### config.mk
export PLATFORM = sky130hd
export DESIGN_NAME = utf8_byte_stream_decoder
export DESIGN_NICKNAME = d
export VERILOG_FILES = /design/src/sv/utf8d_pkg.sv /design/src/sv/utf8d_front.sv /design/src/sv/utf8d_queue.sv /design/src/sv/utf8d_back.sv /design/src/sv/utf8_byte_stream_decoder.sv
export SDC_FILE = /design/constraint.sdc
export NUM_CORES = 1
export LEC_CHECK = 0
export ABC_AREA = 1
export BUFFER_PORTS_ARGS = -buffer_cell sky130_fd_sc_hd__buf_2
export CAP_MARGIN = 20
export CORE_MARGIN = 2
export CORE_UTILIZATION = 53
export DETAILED_ROUTE_END_ITERATION = 8
export GPL_ROUTABILITY_DRIVEN = 0
export GPL_TIMING_DRIVEN = 0
export PLACE_DENSITY = 0.76
export SKIP_CTS_REPAIR_TIMING = 1
export SLEW_MARGIN = 25
export SYNTH_ARGS = -nofsm -noshare
export SYNTH_HDL_FRONTEND = slang
export SYNTH_SLANG_ARGS = --single-unit
### constraint.sdc
create_clock -name clk -period 2.08 [get_ports clk]
set_clock_uncertainty 0.15 [all_clocks]
set_input_delay 0.416 -clock clk [delete_from_list [all_inputs] [get_ports clk]]
set_output_delay 0.416 -clock clk [all_outputs]
set_load 0.02 [all_outputs]
### src/sv/utf8d_pkg.sv
// Shared types and constants of the UTF-8 byte stream decoder.
package utf8d_pkg;

	localparam int UTF8D_QUEUE_DEPTH = 2;

	localparam int POINT_W   = 21;
	localparam int COUNT_W   = 3;
	localparam int PAYLOAD_W = 7;

	typedef enum logic [2:0] {
		CL_ASCII = 3'd0,
		CL_CONT  = 3'd1,
		CL_LEAD2 = 3'd2,
		CL_LEAD3 = 3'd3,
		CL_LEAD4 = 3'd4,
		CL_BAD   = 3'd5,
		CL_EOI   = 3'd6
	} byte_class_t;

	typedef enum logic [1:0] {
		ST_OK  = 2'd0,
		ST_END = 2'd1,
		ST_BAD = 2'd2
	} status_t;

	typedef struct packed {
		byte_class_t           cls;
		logic [PAYLOAD_W-1:0]  payload;
	} item_t;

endpackage

### src/sv/utf8d_front.sv
// Input stage that accepts stream bytes and classifies them for the decoder.
module utf8d_front
	import utf8d_pkg::*;
(
	input  logic        clk,
	input  logic        arst_n,
	input  logic        s_axis_tvalid,
	output logic        s_axis_tready,
	input  logic [7:0]  s_axis_tdata,
	input  logic        s_axis_tuser,
	output logic        push,
	output item_t       push_item,
	input  logic        full
);

	logic  valid_s1;
	item_t item_s1;
	item_t item_c;

	always_comb begin
		item_c.cls = CL_BAD;
		item_c.payload = '0;
		if (s_axis_tuser) begin
			item_c.cls = CL_EOI;
		end else begin
			case (s_axis_tdata) inside
				[8'h00:8'h7F]: begin
					item_c.cls = CL_ASCII;
					item_c.payload = s_axis_tdata[6:0];
				end
				[8'h80:8'hBF]: begin
					item_c.cls = CL_CONT;
					item_c.payload = {1'b0, s_axis_tdata[5:0]};
				end
				[8'hC2:8'hDF]: begin
					item_c.cls = CL_LEAD2;
					item_c.payload = {2'b0, s_axis_tdata[4:0]};
				end
				[8'hE0:8'hEF]: begin
					item_c.cls = CL_LEAD3;
					item_c.payload = {3'b0, s_axis_tdata[3:0]};
				end
				[8'hF0:8'hF4]: begin
					item_c.cls = CL_LEAD4;
					item_c.payload = {4'b0, s_axis_tdata[2:0]};
				end
				default: begin
					item_c.cls = CL_BAD;
				end
			endcase
		end
	end

	assign push          = valid_s1 && !full;
	assign push_item     = item_s1;
	assign s_axis_tready = !valid_s1 || !full;

	always_ff @(posedge clk or negedge arst_n) begin
		if (!arst_n) begin
			valid_s1 <= 1'b0;
		end else if (s_axis_tready) begin
			valid_s1 <= s_axis_tvalid;
		end
	end

	always_ff @(posedge clk) begin
		if (s_axis_tready && s_axis_tvalid) begin
			item_s1 <= item_c;
		end
	end

endmodule

### src/sv/utf8d_queue.sv
// Short queue of classified bytes between the front and back stages.
module utf8d_queue
	import utf8d_pkg::*;
#(
	parameter int DEPTH = UTF8D_QUEUE_DEPTH
)
(
	input  logic  clk,
	input  logic  arst_n,
	input  logic  push,
	input  item_t push_item,
	output logic  full,
	input  logic  pop,
	output logic  not_empty,
	output item_t pop_item
);

	localparam int PW = (DEPTH > 1) ? $clog2(DEPTH) : 1;
	localparam int CW = $clog2(DEPTH + 1);

	item_t         mem_q [DEPTH];
	logic [PW-1:0] wr_ptr_q;
	logic [PW-1:0] rd_ptr_q;
	logic [CW-1:0] count_q;

	assign full      = (count_q == CW'(DEPTH));
	assign not_empty = (count_q != '0);
	assign pop_item  = mem_q[rd_ptr_q];

	always_ff @(posedge clk or negedge arst_n) begin
		if (!arst_n) begin
			wr_ptr_q <= '0;
			rd_ptr_q <= '0;
			count_q  <= '0;
		end else begin
			if (push) begin
				wr_ptr_q <= (wr_ptr_q == PW'(DEPTH - 1)) ? '0 : wr_ptr_q + 1'b1;
			end
			if (pop) begin
				rd_ptr_q <= (rd_ptr_q == PW'(DEPTH - 1)) ? '0 : rd_ptr_q + 1'b1;
			end
			if (push && !pop) begin
				count_q <= count_q + 1'b1;
			end else if (pop && !push) begin
				count_q <= count_q - 1'b1;
			end
		end
	end

	always_ff @(posedge clk) begin
		if (push) begin
			mem_q[wr_ptr_q] <= push_item;
		end
	end

	a_count_bound: assert property (@(posedge clk) disable iff (!arst_n)
		count_q <= CW'(DEPTH))
		else $error("Queue count exceeds its depth.");

	a_count_up: assert property (@(posedge clk) disable iff (!arst_n)
		(push && !pop) |=> (count_q == $past(count_q) + 1'b1))
		else $error("Queue count did not grow on a lone write.");

	a_no_pop_empty: assert property (@(posedge clk) disable iff (!arst_n)
		pop |-> not_empty)
		else $error("Queue read while empty.");

endmodule

### src/sv/utf8d_back.sv
// Sequence decoder that gathers payload bits and registers the result beats.
module utf8d_back
	import utf8d_pkg::*;
(
	input  logic                      clk,
	input  logic                      arst_n,
	input  logic                      not_empty,
	input  item_t                     pop_item,
	output logic                      pop,
	output logic                      m_axis_tvalid,
	input  logic                      m_axis_tready,
	output logic [23:0]               m_axis_tdata,
	output logic [1:0]                m_axis_tuser
);

	logic [1:0]          bytes_left_q;
	logic [POINT_W-1:0]  partial_point_q;
	logic [COUNT_W-1:0]  bytes_taken_q;

	logic                m_valid_q;
	logic [POINT_W-1:0]  point_q;
	logic [COUNT_W-1:0]  count_q;
	status_t             status_q;

	logic                out_free;
	logic                res_c;
	logic [POINT_W-1:0]  res_point_c;
	logic [COUNT_W-1:0]  res_count_c;
	status_t             res_status_c;
	logic [1:0]          left_d;
	logic [POINT_W-1:0]  partial_d;
	logic [COUNT_W-1:0]  taken_d;
	logic [POINT_W-1:0]  shifted_c;

	assign out_free = !m_valid_q || m_axis_tready;
	assign pop      = not_empty && out_free;

	assign shifted_c = {partial_point_q[POINT_W-7:0], pop_item.payload[5:0]};

	always_comb begin
		res_c        = 1'b0;
		res_point_c  = '0;
		res_count_c  = '0;
		res_status_c = ST_BAD;
		left_d       = bytes_left_q;
		partial_d    = partial_point_q;
		taken_d      = bytes_taken_q;
		if (bytes_left_q == 2'd0) begin
			case (pop_item.cls)
				CL_EOI: begin
					res_c        = 1'b1;
					res_status_c = ST_END;
				end
				CL_ASCII: begin
					res_c        = 1'b1;
					res_status_c = ST_OK;
					res_point_c  = POINT_W'(pop_item.payload);
					res_count_c  = COUNT_W'(1);
				end
				CL_LEAD2: begin
					left_d    = 2'd1;
					partial_d = POINT_W'(pop_item.payload);
					taken_d   = COUNT_W'(1);
				end
				CL_LEAD3: begin
					left_d    = 2'd2;
					partial_d = POINT_W'(pop_item.payload);
					taken_d   = COUNT_W'(1);
				end
				CL_LEAD4: begin
					left_d    = 2'd3;
					partial_d = POINT_W'(pop_item.payload);
					taken_d   = COUNT_W'(1);
				end
				default: begin
					res_c        = 1'b1;
					res_status_c = ST_BAD;
				end
			endcase
		end else if (pop_item.cls != CL_CONT) begin
			res_c        = 1'b1;
			res_status_c = ST_BAD;
			left_d       = '0;
			partial_d    = '0;
			taken_d      = '0;
		end else if (bytes_left_q == 2'd1) begin
			res_c        = 1'b1;
			res_status_c = ST_OK;
			res_point_c  = shifted_c;
			res_count_c  = bytes_taken_q + 1'b1;
			left_d       = '0;
			partial_d    = '0;
			taken_d      = '0;
		end else begin
			left_d    = bytes_left_q - 1'b1;
			partial_d = shifted_c;
			taken_d   = bytes_taken_q + 1'b1;
		end
	end

	always_ff @(posedge clk or negedge arst_n) begin
		if (!arst_n) begin
			bytes_left_q    <= '0;
			partial_point_q <= '0;
			bytes_taken_q   <= '0;
			m_valid_q       <= 1'b0;
		end else begin
			if (pop) begin
				bytes_left_q    <= left_d;
				partial_point_q <= partial_d;
				bytes_taken_q   <= taken_d;
			end
			if (out_free) begin
				m_valid_q <= pop && res_c;
			end
		end
	end

	always_ff @(posedge clk) begin
		if (pop && res_c && out_free) begin
			point_q  <= res_point_c;
			count_q  <= res_count_c;
			status_q <= res_status_c;
		end
	end

	assign m_axis_tvalid = m_valid_q;
	assign m_axis_tdata  = {count_q, point_q};
	assign m_axis_tuser  = status_q;

	a_idle_clear: assert property (@(posedge clk) disable iff (!arst_n)
		(bytes_left_q == 2'd0) |-> (bytes_taken_q == '0 && partial_point_q == '0))
		else $error("Idle decoder holds leftover sequence state.");

	a_len_bound: assert property (@(posedge clk) disable iff (!arst_n)
		(bytes_left_q != 2'd0) |->
		((bytes_taken_q != '0) && ({1'b0, bytes_taken_q} + 4'(bytes_left_q) <= 4'd4)))
		else $error("Sequence length bookkeeping out of range.");

	a_beat_fields: assert property (@(posedge clk) disable iff (!arst_n)
		m_valid_q |-> ((status_q == ST_OK && count_q != '0) ||
		(status_q != ST_OK && count_q == '0 && point_q == '0)))
		else $error("Result beat fields disagree with its status.");

	a_open_no_beat: assert property (@(posedge clk) disable iff (!arst_n)
		(pop && bytes_left_q == 2'd0 && left_d != 2'd0) |-> !res_c)
		else $error("Opening a sequence produced a result.");

endmodule

### src/sv/utf8_byte_stream_decoder.sv
// Top level of the UTF-8 byte stream decoder.
// Takes one byte or end-of-input beat per clock while s_axis_tready is high and
// returns one beat for each finished code point, bad sequence or end of input;
// lead and middle bytes of a sequence return nothing. A byte beat is registered
// and classified, passes a QUEUE_DEPTH-entry queue and is decoded into the output
// register. The decoder step retires one queued byte per clock, which sets the
// sustained rate at one input beat per cycle whenever the output side keeps up.
module utf8_byte_stream_decoder
	import utf8d_pkg::*;
#(
	parameter int QUEUE_DEPTH = UTF8D_QUEUE_DEPTH
)
(
	input  logic        clk,
	input  logic        arst_n,
	input  logic        s_axis_tvalid,
	output logic        s_axis_tready,
	input  logic [7:0]  s_axis_tdata,   // data_byte
	input  logic        s_axis_tuser,   // end_of_input
	output logic        m_axis_tvalid,
	input  logic        m_axis_tready,
	output logic [23:0] m_axis_tdata,   // decoded_point[20:0], byte_count[23:21]
	output logic [1:0]  m_axis_tuser    // status
);

	logic  push;
	item_t push_item;
	logic  full;
	logic  pop;
	logic  not_empty;
	item_t pop_item;

	utf8d_front u_front (
		.clk           (clk),
		.arst_n        (arst_n),
		.s_axis_tvalid (s_axis_tvalid),
		.s_axis_tready (s_axis_tready),
		.s_axis_tdata  (s_axis_tdata),
		.s_axis_tuser  (s_axis_tuser),
		.push          (push),
		.push_item     (push_item),
		.full          (full)
	);

	utf8d_queue #(
		.DEPTH (QUEUE_DEPTH)
	) u_queue (
		.clk       (clk),
		.arst_n    (arst_n),
		.push      (push),
		.push_item (push_item),
		.full      (full),
		.pop       (pop),
		.not_empty (not_empty),
		.pop_item  (pop_item)
	);

	utf8d_back u_back (
		.clk           (clk),
		.arst_n        (arst_n),
		.not_empty     (not_empty),
		.pop_item      (pop_item),
		.pop           (pop),
		.m_axis_tvalid (m_axis_tvalid),
		.m_axis_tready (m_axis_tready),
		.m_axis_tdata  (m_axis_tdata),
		.m_axis_tuser  (m_axis_tuser)
	);

endmodule

Word-level counts from Yosys, hierarchy flattened
Memories as Yosys holds them, arrays and structs flattened.
Index checks and enable logic that the tools add are counted.

storage, ports and cells
  register bits after elaboration = 62
  RAM bits = 20
  input bits = 13
  output and inout bits = 28
  word-level logic and storage cells = 111
  memories = 1

memory list
  memory         depth  bits a word  read ports  clocked after memory_dff  wr ports  line               text
  u_queue.mem_q  2      10           1           0                         1         utf8d_queue.sv:21  item_t mem_q [DEPTH];

cells by class
  add/sub/neg operators = 6
  order comparisons = 10
  equal/unequal tests = 9
  multiplexer cells = 44
  reduce and logical (&&, ||, !) cells = 27

operator list
  kind                                                 count
  2-to-1 mux 21 bit                                    3
  2-to-1 mux 15 bit                                    4
  2-to-1 mux 3 bit                                     12
  2-to-1 mux 7 bit                                     5
  >= comparator 8 bit, second input constant           4
  <= comparator 8 bit, second input constant           4
  2-to-1 mux 2 bit                                     8
  logical AND 1 bit                                    12
  2-to-1 mux 1 bit                                     10
  >= comparator 8 x 1 -> 1 bit, second input constant  1
  <= comparator 8 x 7 -> 1 bit, second input constant  1
  equality test 3 x 2 -> 1 bit, second input constant  2
  equality test 3 bit, second input constant           2
  case mux 2 bit (3 select lines)                      1
  logical NOT 1 bit                                    5
  != test 4 bit, second input constant                 1
  case mux 2 bit (2 select lines)                      1
  AND reduction 2 bit                                  2
  nonzero test 2 bit                                   2
  subtractor 2 x 1 -> 2 bit, second input constant     2
  adder 3 x 1 -> 3 bit, second input constant          1
  logical NOT 3 bit                                    1
  != test 3 x 1 -> 1 bit, second input constant        1
  OR reduction 3 bit                                   1
  8 further kinds                                      10

Logic depth before layout (Yosys ltp)
  depth after elaboration = 7
  depth in mapped cells = 10
  depth with buffers taken out = 10

Cells and area by module
Synthesis repeated with hierarchy kept, for this count alone.

unflattened totals
  cells, all modules = 337
  area, all modules = 3,671.0 um^2

by module, submodules not included
  module       instances  cells each  area each (um^2)  seq. area each (um^2)
  utf8d_back   1          229         2,174.6           1,306.3
  utf8d_queue  1          56          964.7             700.7
  utf8d_front  1          52          531.8             325.3

Worst setup path after synthesis
Ideal clock, no wire load.

  path kind = register to register
  start = register u_back.m_valid_q (netlist: u_back.m_axis_tvalid)
  end = register u_back.count_q[0], enable pin
  library setup time = 0.381 ns
  arrival time = 1.727 ns
  required time = 1.549 ns
  slack = -0.178 ns
  stages on the path, launching flop included = 9
  path buffers = 1
  clock period less this slack = 2.258 ns
  cells stage by stage = dfrtp_1 > inv_1 > nor2_1 > inv_1 > o21ai_2 > inv_1 > buf_2 > nand2_1 > inv_1

between the ends
  word-level cells in the longest chain between the ends = 5

ends and longest elaborated chain
  item                    line               text
  from (decl)             utf8d_back.sv:20   logic m_valid_q;
  from (signal assigned)  utf8d_back.sv:114  m_valid_q <= pop && res_c;
  logical NOT 1 bit (*)   utf8d_back.sv:35   assign out_free = !m_valid_q || m_axis_tready;
  logical OR 1 bit (*)    utf8d_back.sv:35
  logical AND 1 bit       utf8d_back.sv:36   assign pop = not_empty && out_free;
  logical AND 1 bit       utf8d_back.sv:120  if (pop && res_c && out_free) begin
  logical AND 1 bit (*)   utf8d_back.sv:120
  to (signal assigned)    utf8d_back.sv:122  count_q <= res_count_c;
  to (decl)               utf8d_back.sv:22   logic [COUNT_W-1:0] count_q;

Every way passes the cells marked *; elsewhere a longest branch is shown, timed or not.
A chain may end at the register's enable or synchronous reset.

Worst setup path after layout
  start = register u_queue.rd_ptr_q
  end = register u_back.point_q[3], enable pin

between the ends
  word-level cells in the longest chain between the ends = 7
  elaborated cells between the ends (all ways) = 11
  classes of those cells = eq/ne (4); mux (3); reduce/logical (3); memory (1)

ends and longest elaborated chain
  item                                                                 line               text
  from (decl)                                                          utf8d_queue.sv:23  logic [PW-1:0] rd_ptr_q;
  from (signal assigned)                                               utf8d_queue.sv:40  rd_ptr_q <= (rd_ptr_q == PW'(DEPTH - 1)) ? '0 : rd_ptr_q + 1'b1;
  memory read (2 x 10 bit) (*)                                         n/a
  equality test 3 x 2 -> 1 bit or equality test 3 bit (tied branches)  utf8d_back.sv:49   case (pop_item.cls)
  OR reduction 3 bit (no line)                                         n/a
  2-to-1 mux 1 bit                                                     utf8d_back.sv:49
  2-to-1 mux 1 bit (*)                                                 utf8d_back.sv:48   if (bytes_left_q == 2'd0) begin
  logical AND 1 bit (*) (2 in series)                                  utf8d_back.sv:120
  to (signal assigned)                                                 utf8d_back.sv:121  point_q <= res_point_c;
  to (decl)                                                            utf8d_back.sv:21   logic [POINT_W-1:0] point_q;

Marks and branches as above.

==> results.toml <==
[drt]
ant_nets = 0
drtIter0Drc = 102
vias = 2584
drtPass1Iterations = 4
wl_per_cell_um = 12.7
drc = 0
avgViaCountPerCell = 4.91
drt-total-wl_um = 6690

[yosys]
synthFlopType = "edfxtp_1"
ys_warn_count = 0
synth-edff-count = 56
synth_common_cells = "75 x nand2_1, 56 x edfxtp_1, 51 x nor2_1"
synth_top_family_by_area = "simple AND/OR/NAND/NOR gates"
synthCells = 357
synth-simple-area-share_pct = 26.3
synth_xor_area_share_pct = 0.926
synthArstFlopShare_pct = 31.7
ys_types = 32
avgSynthCellArea_sq_um = 10.6
synthTopCellsByArea = "edfxtp_1 44%, dfrtp_1 17%, nand2_1 7.4%, nor2_1 5.1%, inv_1 4.0%"
seq_area_frac_synth_pct = 61.7
synth_top_cell_by_area = "edfxtp_1"
synth.area.mux_share_pct = 1.59
syn_nets = 374
synth_area_sq_um = 3780
yosysMostFrequentCell = "nand2_1"
synth-seq-cells = 82
yosysTopAreaCellShare_pct = 44.5
synth_compound_area_share_pct = 1.69
synth_fa_ha_area_share_pct = 1.32

[setup_path]
cp.arrival_ps = 1950
crit_type = "reg -> reg"
startpoint_type = "register"
cp-end-kind = "register"
critPathBufInv = 3
path_delay_family = "simple AND/OR/NAND/NOR gates"
critPathSlowestCell = "dfrtp_2"
crit_fanout = 13
crit_chain = "inv_4 -> nand2_1 -> nand2_4 -> nand2_2 -> nor2_4 -> nand2_2 -> nand2_4 -> nand2_2 -> nand2_4 -> clkinvlp_4 -> buf_12"
max_stage_delay_ps = 450
cp.required_ps = 2050

[final_layout]
nets = 442
n_fill_cell = 523
post-route-cell-area_sq_um = 4530
antenna_cells = 0
synthToLayoutAreaGrowth_pct = 19.6
fin_cells = 526
drive_above_1_share_pct = 30.9

[floorplanning]
die_w_um = 88.5
dieArea_sq_um = 7830
coreArea_sq_um = 6870
die_h_um = 88.5
io_pins = 41
start_util_pct = 55.1
rows = 30

[clocking]
clock_sinks = 82
numCtsBuffers = 9
h-tree-depth = 3
cts_tree = "done"
cts-root-buf = "clkbuf_8"
path_clk_slew_ps = 80
clk_latency_ps = 360
clockBufferDepth = 2

[pwr]
combinationalPowerShare_pct = 48.7
p_leak_nw = 2.00
p_sw_mw = 3.20
power.internal_mw = 4.47
powerDensity_nw_per_um2 = 1690
total_power_mw = 7.67
p_seq_share_pct = 35.9
peakVddDrop_mv = 0.666
clkPwrFrac_pct = 15.4
swShare_pct = 41.7

[status]
status = "complete, no violations"

[timing]
max_freq_mhz = 505
hold_viol_final = 0
max_slew_margin_pct = 42.8
min_period_ps = 1980
holdWs_ps = 133
min_period_over_period_pct = 95.1
tns_ps = 0
slew_violations = 0
tightest_slew_ps = 854
setup_viol = 0

[grt]
globalRouteTotalUtil_pct = 18.6
met1_usage_pct = 22.8
grt.met3_usage_pct = 4.20
grt_max_degree = 27
top_usage_layer = "met2"
use_met2_pct = 32.5
grt_pass1_vias = 2404
grt_overflow_total = 0
antenna_found_initial = 0
grt_pass1_wl_um = 11100

[place]
placed_cells = 493
place_area_sq_um = 4120
post-dp-hpwl_um = 4600
portBuffers = 40

[hold_path]
hold_path.class = "in -> reg"

[run]
maxCapViolCount = 0
cells in the final DEF, fill, tap and decap left out, types with 2 or more instances in the layout:
master / count
clkinvlp_4: 4
nand2_4: 8
ha_1: 3
buf_12: 3
inv_2: 2
edfxtp_1: 56
nand3_2: 13
buf_4: 14
a21oi_1: 2
buf_6: 3
nand2_2: 17
xor2_1: 3
nor3_1: 12
inv_4: 4
mux2i_1: 6
nand4_1: 2
nand3_4: 2
clkbuf_8: 10
nand2_1: 72
dfrtp_1: 25
buf_2: 41
o21ai_0: 5
nor2_1: 51
inv_1: 39
nand3_1: 14
cell type report:
class	count	area [sq um]	share of cell area (%)
clock inverters	6	70.1	1.55
repair buffers	56	348	7.69
repair inverters	1	7.51	0.166
clock buffers	10	138	3.04
multi-input cells	221	1240	27.5
plain buffers	9	82.6	1.82
inverters	45	181	4.01
well taps	96	120	2.65
flip-flops and latches	82	2330	51.6
kinds of logic (layout without fill, tap and decap cells):
kind of cell	after synthesis	in the layout
xor+xnor	4	4
flops	82	82
mux	6	6
fa+ha+maj	4	4
simple gates	196	196
buf+inv	54	127
compound gates	11	11
registers in the layout (all words and copies together), names as in the netlist:
| name | cells |
|---|---|
| u_front.push_item | 10 |
| u_queue.wr_ptr_q | 1 |
| u_back.point_q | 21 |
| u_back.m_axis_tvalid | 1 |
| u_queue.rd_ptr_q | 1 |
| u_back.bytes_taken_q | 3 |
| u_back.bytes_left_q | 2 |
| u_queue.mem_q | 20 |
| u_front.valid_s1 | 1 |
| u_queue.count_q | 2 |
| u_back.count_q | 3 |
| u_back.partial_point_q | 15 |
| u_back.m_axis_tuser | 2 |
worst register-to-register path: cells and delay by family (launching register included):
family | cells | cell delay [ps]
buffers and inverters | 3 | 370
flip-flops | 1 | 450
AND/OR/NAND/NOR | 8 | 800
through the flow:
stage          worst slack, ps  utilization, %
2_1_floorplan            -75.5               -
3_3_place_gp              -416            60.0
3_5_place_dp              -450            60.0
4_1_cts                   -468            63.0
5_1_grt                  -10.4            65.9
6_report                   102            65.9
layer usage:
layer,routed length (um),vias up
met3,261,12
li1,-,1300
met1,2700,1203
met4,123,0
met5,0,-
met2,3600,69
power groups by stage:
| stage | clock network, mW | registers (mW) | logic (mW) |
|---|---|---|---|
| CTS | 1.20 | 2.75 | 3.23 |
| finish | 1.18 | 2.75 | 3.74 |
| detailed placement | 0 | 2.79 | 3.20 |
| global placement | 0 | 2.76 | 3.12 |
| floorplan | 0 | 3.11 | 2.11 |
| global route | 1.27 | 2.81 | 4.12 |
worst paths after layout:
check / endpoint / startpoint / slack (ps) / cells past startpoint
worst min register to register: u_queue.mem_q[0][2]$_DFFE_PP_ / u_front.push_item[2]$_SDFFCE_PP0P_ / 300 / 0
worst max-delay path: u_back.point_q[3]$_DFFE_PP_ / u_queue.rd_ptr_q$_DFFE_PN0P_ / 100 / 11
min in group asynchronous: u_back.partial_point_q[10]$_DFFE_PN0P_ / arst_n / 450 / 2
worst min-delay path: u_front.valid_s1$_DFFE_PN0N_ / s_axis_tvalid / 130 / 3
max in group asynchronous: u_queue.rd_ptr_q$_DFFE_PN0P_ / arst_n / 870 / 2
worst max register to register: u_back.point_q[3]$_DFFE_PP_ / u_queue.rd_ptr_q$_DFFE_PN0P_ / 100 / 11
Note: power is estimated with default switching activity, not from simulation.
